$ cat src/rtl/mtte_pkg.sv
// Package: shared types, key codes and the character table of the multi-tap text entry block.
`timescale 1ns / 1ps
`default_nettype none

package mtte_pkg;

  localparam int unsigned CHARS_PER_KEY = 7;
  localparam int unsigned TABLE_ROWS    = 10;
  localparam int unsigned TABLE_COLS    = 8;

  localparam logic [15:0] TIMEOUT_RESET = 16'd1000;
  localparam logic [7:0]  CASE_OFFSET   = 8'h20;

  // Key codes.
  localparam logic [7:0] KEY_NONE      = 8'h00;
  localparam logic [7:0] KEY_CASE      = 8'h01;
  localparam logic [7:0] KEY_FN_HOLD   = 8'h02;
  localparam logic [7:0] KEY_FN_BKSP   = 8'h03;
  localparam logic [7:0] KEY_FN_SPACE  = 8'h04;
  localparam logic [7:0] KEY_FN_NL     = 8'h05;
  localparam logic [7:0] KEY_FN_ENTER  = 8'h06;
  localparam logic [7:0] KEY_HASH      = 8'h23;
  localparam logic [7:0] KEY_STAR      = 8'h2A;
  localparam logic [7:0] KEY_DIGIT_LO  = 8'h30;
  localparam logic [7:0] KEY_DIGIT_HI  = 8'h39;
  localparam logic [7:0] KEY_IDLE_LO   = 8'h41;
  localparam logic [7:0] KEY_IDLE_HI   = 8'h44;

  // Characters.
  localparam logic [7:0] CHAR_NONE  = 8'h00;
  localparam logic [7:0] CHAR_BS    = 8'h08;
  localparam logic [7:0] CHAR_NL    = 8'h0A;
  localparam logic [7:0] CHAR_SPACE = 8'h20;
  localparam logic [7:0] CHAR_UC_A  = 8'h41;
  localparam logic [7:0] CHAR_UC_Z  = 8'h5A;

  localparam logic [7:0] KEY_TABLE [TABLE_ROWS][TABLE_COLS] = '{
    '{8'h30, 8'h23, 8'h24, 8'h2E, 8'h3F, 8'h22, 8'h26, 8'h00},
    '{8'h31, 8'h2B, 8'h2D, 8'h2A, 8'h2F, 8'h27, 8'h3A, 8'h00},
    '{8'h41, 8'h42, 8'h43, 8'h32, 8'h21, 8'h3B, 8'h3C, 8'h00},
    '{8'h44, 8'h45, 8'h46, 8'h33, 8'h25, 8'h5B, 8'h3D, 8'h00},
    '{8'h47, 8'h48, 8'h49, 8'h34, 8'h28, 8'h5C, 8'h3E, 8'h00},
    '{8'h4A, 8'h4B, 8'h4C, 8'h35, 8'h29, 8'h5D, 8'h5E, 8'h00},
    '{8'h4D, 8'h4E, 8'h4F, 8'h36, 8'h40, 8'h5F, 8'h60, 8'h00},
    '{8'h50, 8'h51, 8'h52, 8'h53, 8'h37, 8'h7B, 8'h7C, 8'h00},
    '{8'h54, 8'h55, 8'h56, 8'h38, 8'h2C, 8'h7D, 8'h7E, 8'h00},
    '{8'h57, 8'h58, 8'h59, 8'h5A, 8'h39, 8'h20, 8'h00, 8'h00}
  };

  typedef struct packed {
    logic        func;
    logic [7:0]  key_code;
    logic [31:0] now_ms;
  } mtte_item_t;

  typedef struct packed {
    logic        upper_mode;
    logic        pending_valid;
    logic [3:0]  pending_digit;
    logic [2:0]  tap_index;
    logic [31:0] last_tap_time;
  } mtte_state_t;

  typedef struct packed {
    logic [7:0] char_out;
    logic       committed;
  } mtte_result_t;

  localparam mtte_state_t STATE_RESET = '{
    upper_mode:    1'b1,
    pending_valid: 1'b0,
    pending_digit: 4'd0,
    tap_index:     3'd0,
    last_tap_time: 32'd0
  };

  function automatic logic [7:0] table_at(logic [3:0] digit, logic [2:0] col);
    logic [7:0] c;
    c = CHAR_NONE;
    if (digit <= 4'(TABLE_ROWS - 1)) begin
      c = KEY_TABLE[digit][col];
    end
    return c;
  endfunction

  function automatic logic [7:0] case_adjust(logic [7:0] c, logic upper);
    logic [7:0] r;
    r = c;
    if (!upper && c >= CHAR_UC_A && c <= CHAR_UC_Z) begin
      r = c + CASE_OFFSET;
    end
    return r;
  endfunction

endpackage

`default_nettype wire

$ cat src/rtl/mtte_in_stage.sv
// Input register stage: captures one keypad item per transfer and hands it to the step logic.
`timescale 1ns / 1ps
`default_nettype none

module mtte_in_stage (
  input  wire logic               clk_i,
  input  wire logic               rst_ni,
  input  wire logic               in_valid_i,
  output logic                    in_ready_o,
  input  wire logic               func_i,
  input  wire logic [7:0]         key_code_i,
  input  wire logic [31:0]        now_ms_i,
  input  wire logic               take_i,
  output logic                    item_valid_o,
  output mtte_pkg::mtte_item_t    item_o
);
  import mtte_pkg::*;

  logic       valid_q, valid_d;
  mtte_item_t item_q;

  assign in_ready_o   = !valid_q || take_i;
  assign item_valid_o = valid_q;
  assign item_o       = item_q;

  always_comb begin
    valid_d = valid_q;
    if (in_valid_i && in_ready_o) begin
      valid_d = 1'b1;
    end else if (take_i) begin
      valid_d = 1'b0;
    end
  end

  always_ff @(posedge clk_i or negedge rst_ni) begin
    if (!rst_ni) begin
      valid_q <= 1'b0;
    end else begin
      valid_q <= valid_d;
    end
  end

  always_ff @(posedge clk_i) begin
    if (in_valid_i && in_ready_o) begin
      item_q <= '{func: func_i, key_code: key_code_i, now_ms: now_ms_i};
    end
  end

endmodule

`default_nettype wire

$ cat src/rtl/mtte_step.sv
// Step logic: decodes one key item against the entry state and forms the next state and result.
`timescale 1ns / 1ps
`default_nettype none

module mtte_step (
  input  mtte_pkg::mtte_item_t   item_i,
  input  mtte_pkg::mtte_state_t  state_i,
  input  wire logic [15:0]       timeout_i,
  output mtte_pkg::mtte_state_t  state_o,
  output mtte_pkg::mtte_result_t result_o
);
  import mtte_pkg::*;

  logic [7:0]  cur_char;
  logic [31:0] elapsed;
  logic [3:0]  digit;
  logic [3:0]  tap_inc;
  logic [2:0]  tap_next;

  assign cur_char = case_adjust(table_at(state_i.pending_digit, state_i.tap_index),
                                state_i.upper_mode);
  assign elapsed  = item_i.now_ms - state_i.last_tap_time;
  assign digit    = item_i.key_code[3:0];
  assign tap_inc  = {1'b0, state_i.tap_index} + 4'd1;

  always_comb begin
    tap_next = tap_inc[2:0];
    if (tap_inc >= 4'(CHARS_PER_KEY) || table_at(digit, tap_inc[2:0]) == CHAR_NONE) begin
      tap_next = 3'd0;
    end
  end

  always_comb begin
    state_o  = state_i;
    result_o = '{char_out: CHAR_NONE, committed: 1'b0};
    priority if (item_i.func) begin
      state_o = STATE_RESET;
    end else if (item_i.key_code == KEY_NONE ||
                 (item_i.key_code >= KEY_IDLE_LO && item_i.key_code <= KEY_IDLE_HI)) begin
      if (state_i.pending_valid) begin
        if (elapsed < {16'd0, timeout_i}) begin
          result_o.char_out = cur_char;
        end else begin
          result_o = '{char_out: cur_char, committed: 1'b1};
          state_o.pending_valid = 1'b0;
          state_o.tap_index     = 3'd0;
        end
      end
    end else if (item_i.key_code == KEY_STAR) begin
      state_o.pending_valid = 1'b0;
      state_o.tap_index     = 3'd0;
      state_o.last_tap_time = 32'd0;
    end else if (item_i.key_code < KEY_DIGIT_LO || item_i.key_code > KEY_DIGIT_HI) begin
      priority if (item_i.key_code == KEY_CASE || item_i.key_code == KEY_HASH) begin
        state_o.upper_mode = !state_i.upper_mode;
      end else if (item_i.key_code >= KEY_FN_HOLD && item_i.key_code <= KEY_FN_ENTER) begin
        state_o.tap_index     = 3'd0;
        state_o.last_tap_time = 32'd0;
        if (state_i.pending_valid) begin
          if (item_i.key_code != KEY_FN_HOLD) begin
            result_o = '{char_out: cur_char, committed: 1'b1};
          end
          if (item_i.key_code != KEY_FN_HOLD && item_i.key_code != KEY_FN_SPACE) begin
            state_o.pending_valid = 1'b0;
          end
        end else begin
          priority if (item_i.key_code == KEY_FN_BKSP) begin
            result_o = '{char_out: CHAR_BS, committed: 1'b1};
          end else if (item_i.key_code == KEY_FN_SPACE) begin
            result_o = '{char_out: CHAR_SPACE, committed: 1'b1};
          end else if (item_i.key_code == KEY_FN_NL) begin
            result_o = '{char_out: CHAR_NL, committed: 1'b1};
          end else begin
            result_o = '{char_out: CHAR_NONE, committed: 1'b0};
          end
        end
      end else begin
        state_o = state_i;
      end
    end else begin
      state_o.last_tap_time = item_i.now_ms;
      if (state_i.pending_valid && state_i.pending_digit == digit) begin
        state_o.tap_index = tap_next;
        result_o.char_out = case_adjust(table_at(digit, tap_next), state_i.upper_mode);
      end else begin
        state_o.pending_valid = 1'b1;
        state_o.pending_digit = digit;
        state_o.tap_index     = 3'd0;
        if (state_i.pending_valid) begin
          result_o = '{char_out: cur_char, committed: 1'b1};
        end else begin
          result_o.char_out = case_adjust(table_at(digit, 3'd0), state_i.upper_mode);
        end
      end
    end
  end

endmodule

`default_nettype wire

$ cat src/rtl/multi_tap_text_entry.sv
// Top level of the multi-tap keypad text entry block.
// The block takes one keypad item per clock cycle while results are taken, and gives exactly
// one result item for each. An item is held in an input register, decoded against the entry
// state in one pass of combinational logic, and its result is loaded into the result register
// while the state is updated; the result register's handshake sets the rate. A pending result
// that is not taken stalls the input register, and the input accepts again in the cycle the
// result is taken. The tap timeout register may be written at any time the block is idle and
// takes effect for the next item.
`timescale 1ns / 1ps
`default_nettype none

module multi_tap_text_entry (
  input  wire logic        clk_i,
  input  wire logic        rst_ni,
  input  wire logic        in_valid_i,
  output logic             in_ready_o,
  input  wire logic        func_i,
  input  wire logic [7:0]  key_code_i,
  input  wire logic [31:0] now_ms_i,
  output logic             out_valid_o,
  input  wire logic        out_ready_i,
  output logic [7:0]       char_out_o,
  output logic             committed_o,
  input  wire logic        cfg_we_i,
  input  wire logic [15:0] cfg_wdata_i
);
  import mtte_pkg::*;

  logic         item_valid;
  mtte_item_t   item;
  logic         advance;
  mtte_state_t  state_q, state_d;
  mtte_result_t result_q, result_d;
  logic         out_valid_q, out_valid_d;
  logic [15:0]  timeout_q;

  assign advance = item_valid && (!out_valid_q || out_ready_i);

  mtte_in_stage u_in_stage (
    .clk_i        (clk_i),
    .rst_ni       (rst_ni),
    .in_valid_i   (in_valid_i),
    .in_ready_o   (in_ready_o),
    .func_i       (func_i),
    .key_code_i   (key_code_i),
    .now_ms_i     (now_ms_i),
    .take_i       (advance),
    .item_valid_o (item_valid),
    .item_o       (item)
  );

  mtte_step u_step (
    .item_i    (item),
    .state_i   (state_q),
    .timeout_i (timeout_q),
    .state_o   (state_d),
    .result_o  (result_d)
  );

  always_comb begin
    out_valid_d = out_valid_q;
    if (advance) begin
      out_valid_d = 1'b1;
    end else if (out_ready_i) begin
      out_valid_d = 1'b0;
    end
  end

  always_ff @(posedge clk_i or negedge rst_ni) begin
    if (!rst_ni) begin
      state_q     <= STATE_RESET;
      out_valid_q <= 1'b0;
      timeout_q   <= TIMEOUT_RESET;
    end else begin
      out_valid_q <= out_valid_d;
      if (advance) begin
        state_q <= state_d;
      end
      if (cfg_we_i) begin
        timeout_q <= cfg_wdata_i;
      end
    end
  end

  always_ff @(posedge clk_i) begin
    if (advance) begin
      result_q <= result_d;
    end
  end

  assign out_valid_o = out_valid_q;
  assign char_out_o  = result_q.char_out;
  assign committed_o = result_q.committed;

endmodule

`default_nettype wire

$ cat config.mk
export PLATFORM = sky130hd
export DESIGN_NAME = multi_tap_text_entry
export DESIGN_NICKNAME = d
export VERILOG_FILES = /design/src/rtl/mtte_pkg.sv /design/src/rtl/mtte_in_stage.sv /design/src/rtl/mtte_step.sv /design/src/rtl/multi_tap_text_entry.sv
export SDC_FILE = /design/constraint.sdc
export NUM_CORES = 1
export LEC_CHECK = 0
export BUFFER_PORTS_ARGS = -buffer_cell sky130_fd_sc_hd__buf_4
export CAP_MARGIN = 5
export CORE_ASPECT_RATIO = 1.4
export CORE_MARGIN = 2
export CORE_UTILIZATION = 38
export DETAILED_ROUTE_END_ITERATION = 8
export GPL_TIMING_DRIVEN = 0
export PLACE_DENSITY = 0.56
export SLEW_MARGIN = 10
export SYNTH_ARGS = -nofsm -noshare
export SYNTH_HDL_FRONTEND = slang
export SYNTH_SLANG_ARGS = --single-unit
$ cat constraint.sdc
create_clock -name clk_i -period 7 [get_ports clk_i]
set_input_delay 1.4 -clock clk_i [delete_from_list [all_inputs] [get_ports clk_i]]
set_output_delay 1.4 -clock clk_i [all_outputs]
set_load 0.05 [all_outputs]
==> results of run 1 <==
## metrics by stage
stage                     utilization [%]  cell area, um^2  power, W  std cells  setup WS, ns
final                                44.1            10300   0.00165       1485          1.47
after global routing                 44.1            10300   0.00172       1485          1.32
after CTS                            44.1            10300   0.00166       1485          1.66
after detailed placement             42.9             9990   0.00115       1469          1.73
after global placement               42.8             9960   0.00115       1468          1.74
after floorplan                         -             9040   0.00101       1090          3.15
## power by group
group | internal [W] | total [W] | switching [W]
clock network | 0.000246 | 0.000504 | 0.000258
registers | 0.000708 | 0.000726 | 0.0000186
logic | 0.000157 | 0.000415 | 0.000259
total | 0.00111 | 0.00165 | 0.000535
## registers in the layout (all words and copies together), names as in the netlist
register,count
timeout_q,16
u_in_stage.item_valid_o,1
u_in_stage.item_o,41
committed_o,1
char_out_o,8
out_valid_o,1
state_q,41
## synthesized netlist by cell type, types with 22 or more instances
| cell | n |
|---|---|
| nand2_1 | 131 |
| o21ai_0 | 99 |
| inv_1 | 78 |
| a21oi_1 | 70 |
| nor2_1 | 67 |
| ha_1 | 64 |
| dfrtp_1 | 52 |
| edfxtp_1 | 50 |
| clkbuf_1 | 45 |
| nand3_1 | 26 |
| nor3_1 | 24 |
| nand2b_1 | 22 |
## worst max-delay path: stages (launching register included)
cell	delay, ns
edfxtp_1	0.53
buf_1	0.36
inv_1	0.41
ha_1	0.41
nor2_1	0.11
o21ai_1	0.48
o21ai_0	0.38
nor2_2	0.47
nand2_1	0.24
a32oi_1	0.21
o32ai_1	0.11
a211oi_1	0.85
nand4_1	0.23
or3_1	0.41
a31oi_1	0.16
## worst paths after layout
check / slack (ns) / cells past startpoint / start / end
min reg2reg: 0.48 / 2 / state_q[14]$_DFFE_PN0P_ / state_q[14]$_DFFE_PN0P_
max reg2reg: 1.47 / 14 / u_in_stage.item_o[33]$_DFFE_PP_ / char_out_o[7]$_SDFFCE_PP0P_
min in group asynchronous: 1.13 / 1 / rst_ni / state_q[28]$_DFFE_PN0P_
min: 0.48 / 2 / state_q[14]$_DFFE_PN0P_ / state_q[14]$_DFFE_PN0P_
max in group asynchronous: 5.31 / 1 / rst_ni / timeout_q[4]$_DFFE_PN0P_
max: 1.47 / 14 / u_in_stage.item_o[33]$_DFFE_PP_ / char_out_o[7]$_SDFFCE_PP0P_
## cell type report
cell class / count / share of cell area [%]
buffer: 59 / 2.67
clock buffer: 10 / 2.23
clock inverter: 6 / 0.439
inverter: 81 / 2.96
multi-input combinational: 841 / 53.4
sequential: 109 / 29.1
tap: 306 / 3.73
timing repair buffer: 73 / 5.46
## layer usage
metal | GRT usage, % | wire length [um] | vias to the layer above
met5 | 0 | 0 | -
met4 | 13.7 | 1750 | 0
met3 | 2.91 | 1340 | 106
met2 | 42.7 | 15200 | 337
met1 | 25.9 | 11100 | 4084
li1 | - | - | 4178
## kinds of logic (layout without fill, tap and decap cells)
kind of cell | after synthesis | in the layout | synth area share, %
xor gates and xnor gates | 30 | 30 | 2.91
AOI/OAI and AO/OA | 357 | 357 | 26.5
DFF | 109 | 109 | 33.0
muxes | 10 | 10 | 1.18
and+or+nand+nor | 379 | 379 | 20.9
buffers and inverters | 140 | 229 | 6.40
adders and majority gates | 65 | 65 | 9.08
==> summary.txt, run 1 <==
initial antenna violation count: 0
Core Rows: 66
Worst Tran Pin Value: 1.29 ns
Synth Instances: 1090
dominant synthesized flop cell: dfrtp_1
clock root cell: clkbuf_16
top cell type's share of synthesized area: 16.6%
Die Y: 186 um
Worst EP required: 7.21 ns
Bufs on Longest Clock Path: 2
Post-Syn Nets: 1217
status: complete, no violations
DR pass1 iterations: 5
Final setup violation count: 0
vias in the first global route: 8805
Fin Clk Skew: 0.0144 ns
fill cell count: 2399
Final nets: 1301
post-route ant nets: 0
multi-input combinational cell area: 0.00548 mm^2
H-tree levels: 3
Final Hold Viols: 0
Routed wire per std cell: 19.8 um
RSZ-0062 raised after global routing: false
Final min period: 5.53 ns
largest net degree at the start of global routing: 60
ys async rst share: 54.1%
Vias/cell: 5.86
Post-synth EDFFs: 50
most frequent cells in the layout: nand2_1, o21ai_0, inv_1, buf_4, a21oi_1
Core Box Area: 0.0233 mm^2
Post-DP HPWL: 22.4 mm
Fin Hold WS: 0.478 ns
Die Width: 134 um
leakage power: 4.04 nW
YS warnings: 0
capturing element type of the critical path: flop
insertion delay to the later sink of the worst-skew pair: 0.37 ns
Synth Cell Area: 0.00904 mm^2
Worst Hold Class: reg -> reg
Post-CTS Setup Repair Bufs: 0
Seq cells post-synth: 109
IO buf count: 72
fraction of layout cells with a size suffix above 1: 11.5%
Yosys cell types: 89
GRT overflow: 0
Power Density: 160 mW/mm^2
Final Max Tran Viols: 0
Crit Path Class: reg -> reg
DRC errors left: 0
max-cap violations: 0
leading post-synthesis cells by cell area: edfxtp_1, dfrtp_1, ha_1
Placer Congestion: 1.02
Critical Path AT: 5.75 ns
Slew headroom: 13.4%
total CTS buffers: 9
register area share after synthesis: 33.0%
final setup TNS: 0 ns
Reg area: 0.00299 mm^2
Starting Density: 38.8%
Clock Sinks: 109
initial detailed-routing violation count: 621
I/O pin cnt: 73
Overall Global Routing Usage: 23.5%
Yosys top cell by area: edfxtp_1
clock slew at reported path FFs: 0.08 ns
Final Cycle Share: 79.1%
via count: 8705
Diodes inserted: 0
CP startpoint kind: flop
first-pass GRT wire length: 46.3 mm
Post-CTS Hold Fix Bufs: 0
die area: 0.0251 mm^2
Max Fanout on Critical Path: 10
commonest non-fill, non-tap cell in the layout: nand2_1
post-cts sizing count: 0
Achievable Freq: 0.181 GHz
Avg Inst Size Synth: 8.29 um^2
Synth-to-Final Area Change: 13.6%
Worst IR Drop VDD: 0.000156 V
CTS tree: yes
overall routed net length: 29.4 mm
Note: power is estimated with default switching activity, not from simulation.
==> run 2: changes to the inputs <==
PLACE_DENSITY = 0.58   (was 0.56)
clock period = 4.7 ns   (was 7 ns; I/O delays follow)
==> run 2 against run 1 <==
Against the previous run: total power is 54% higher; critical path depth is 1 higher; worst setup slack worse by 1.3 ns; non-clock buffer count is 10 higher; global-route usage is 0.083 points lower; worst hold slack better by 0.0016 ns; wire length hardly changed; maximum frequency is 21% higher; utilization is 0.99 points higher; die area stayed put; cell count is 0.67% higher; critical path type unchanged; critical endpoint is now char_out_o[5]$_SDFFCE_PP0P_.
==> summary.txt, run 2 (synthesized netlist as in run 1, its figures left out) <==
status: complete, no violations
I/O pin cnt: 73
first-pass GRT wire length: 46.4 mm
Clock Sinks: 109
slowest stage cell, crit path: a222oi_1
clock root cell: clkbuf_16
Core Box Area: 0.0233 mm^2
most frequent cells in the layout: nand2_1, o21ai_0, buf_4, inv_1, a21oi_1
Final Hold Viols: 0
Finished Layout Cells: 1495
setup ws final: 0.142 ns
Worst Tran Pin Value: 0.821 ns
capturing element type of the critical path: flop
initial antenna violation count: 0
Synth-to-Final Area Change: 16.1%
Slew headroom: 44.8%
Achievable Freq: 0.219 GHz
post-route ant nets: 0
Bufs on Longest Clock Path: 2
Die Y: 186 um
fraction of layout cells with a size suffix above 1: 14.5%
Vias/cell: 5.93
via count: 8867
Diodes inserted: 0
DR pass1 iterations: 5
overall routed net length: 29.4 mm
post-placement cell count: 1469
total CTS buffers: 9
leakage power: 4.11 nW
Worst Hold Class: reg -> reg
Crit Path Class: reg -> reg
vias in the first global route: 8846
total power: 0.00253 W
largest net degree at the start of global routing: 60
CTS tree: yes
H-tree levels: 3
Core Rows: 66
clock slew at reported path FFs: 0.08 ns
Design Area, Final: 0.0105 mm^2
Max Fanout on Critical Path: 10
CP startpoint kind: flop
Final nets: 1311
Starting Density: 38.8%
max-cap violations: 0
Power Density: 241 mW/mm^2
Die Width: 134 um
RR Startpoint: u_in_stage.item_o[33]$_DFFE_PP_
placed instance area: 0.00998 mm^2
Post-CTS Hold Fix Bufs: 0
Overall Global Routing Usage: 23.4%
R2R Setup Slk: 0.14 ns
beginning of the critical path: u_in_stage.item_o[33]$_DFFE_PP_
HP Start: state_q[19]$_DFFE_PN0P_
Worst IR Drop VDD: 0.000218 V
CP peak stage delay: 0.65 ns
GRT overflow: 0
Final min period: 4.56 ns
DRC errors left: 0
commonest non-fill, non-tap cell in the layout: nand2_1
Critical Path AT: 4.68 ns
Fin Clk Skew: 0.0131 ns
RR Endpoint: char_out_o[5]$_SDFFCE_PP0P_
DP Worst Slack: -0.512 ns
IO buf count: 72
Final Max Tran Viols: 0
crit path to: char_out_o[5]$_SDFFCE_PP0P_
insertion delay to the later sink of the worst-skew pair: 0.36 ns
R2R cell count: 15
Placer Congestion: 0.941
initial detailed-routing violation count: 628
Worst EP required: 4.82 ns
Routed wire per std cell: 19.6 um
Final setup violation count: 0
Critical Path, Cell by Cell: clkbuf_4, inv_1, ha_1, inv_1, nor3_1, o21a_1, o2111ai_2, o211a_1, buf_6, mux2i_1, a222oi_1, nor3_1, and4bb_1, nor4b_1, o31a_1
die area: 0.0251 mm^2
Final Cycle Share: 97.0%
Post-DP HPWL: 22.5 mm
-- run 2: changes by cell type in the layout (fill, tap and decap cells not counted), sizes merged --
| cell | previous run | this run |
|---|---|---|
| inv | 83 | 80 |
| buf | 87 | 97 |
| bufinv | 0 | 1 |
| clkbuf | 55 | 56 |
| clkinvlp | 0 | 3 |
| clkinv | 4 | 2 |
-- run 2: power by group --
| part | total (W) | leakage (nW) | internal (W) | switching (W) |
|---|---|---|---|---|
| registers | 0.00108 | 1.26 | 0.00105 | 0.0000264 |
| clock network | 0.000801 | 0.138 | 0.000430 | 0.000371 |
| logic | 0.000651 | 2.72 | 0.000252 | 0.000399 |
| total | 0.00253 | 4.11 | 0.00174 | 0.000796 |
-- run 2: layout make-up --
type	instances	area [um^2]
Clock buffer	11	243
Fill cell	2402	12800
Tap cell	306	383
Timing Repair Buffer	84	643
Clock inverter	5	61.3
Multi-Input combinational cell	841	5600
Inverter	81	304
Buffer	58	274
Sequential cell	109	2990
-- run 2: worst max-delay path: cells and delay by family (launching register included) --
kind | cells | cell delay, ns
flops | 1 | 0.41
fa+ha+maj | 1 | 0.41
buf+inv | 4 | 0.87
compound gates | 5 | 1.66
mux | 1 | 0.12
simple gates | 4 | 0.83
-- run 2: routing by layer --
layer / up-vias / share of wire, % / GRT usage (%)
met5: - / 0 / 0
met4: 0 / 5.9 / 14.5
met3: 110 / 4.5 / 3.02
met2: 359 / 51 / 41.1
met1: 4192 / 39 / 26.7
li1: 4206 / - / -
-- run 2: how the worst min path moves through the flow --
stage	endpoint	slack, ns	cells past startpoint
CTS	state_q[19]$_DFFE_PN0P_	0.49	2
detailed placement	state_q[12]$_DFFE_PN0P_	0.47	2
floorplan	state_q[10]$_DFFE_PN0P_	0.45	2
global placement	state_q[14]$_DFFE_PN0P_	0.46	2
finish	state_q[19]$_DFFE_PN0P_	0.48	2
global route	state_q[12]$_DFFE_PN0P_	0.50	2
-- run 2: timing repair --
action	4_1_cts	5_1_grt
setup endpoints to repair	45	8
gates resized for setup	7	28
gates cloned	0	0
setup buffers	2	9
pin swaps	4	15
-- run 2: through the flow --
stage	TNS [ns]	hold slack [ns]	util, %
6_report	0	0.480	45.1
5_1_grt	-0.0895	0.500	45.1
4_1_cts	-0.112	0.487	44.3
3_5_place_dp	-10.03	0.470	42.9
3_3_place_gp	-12.91	0.462	42.8
2_1_floorplan	0	0.450	-
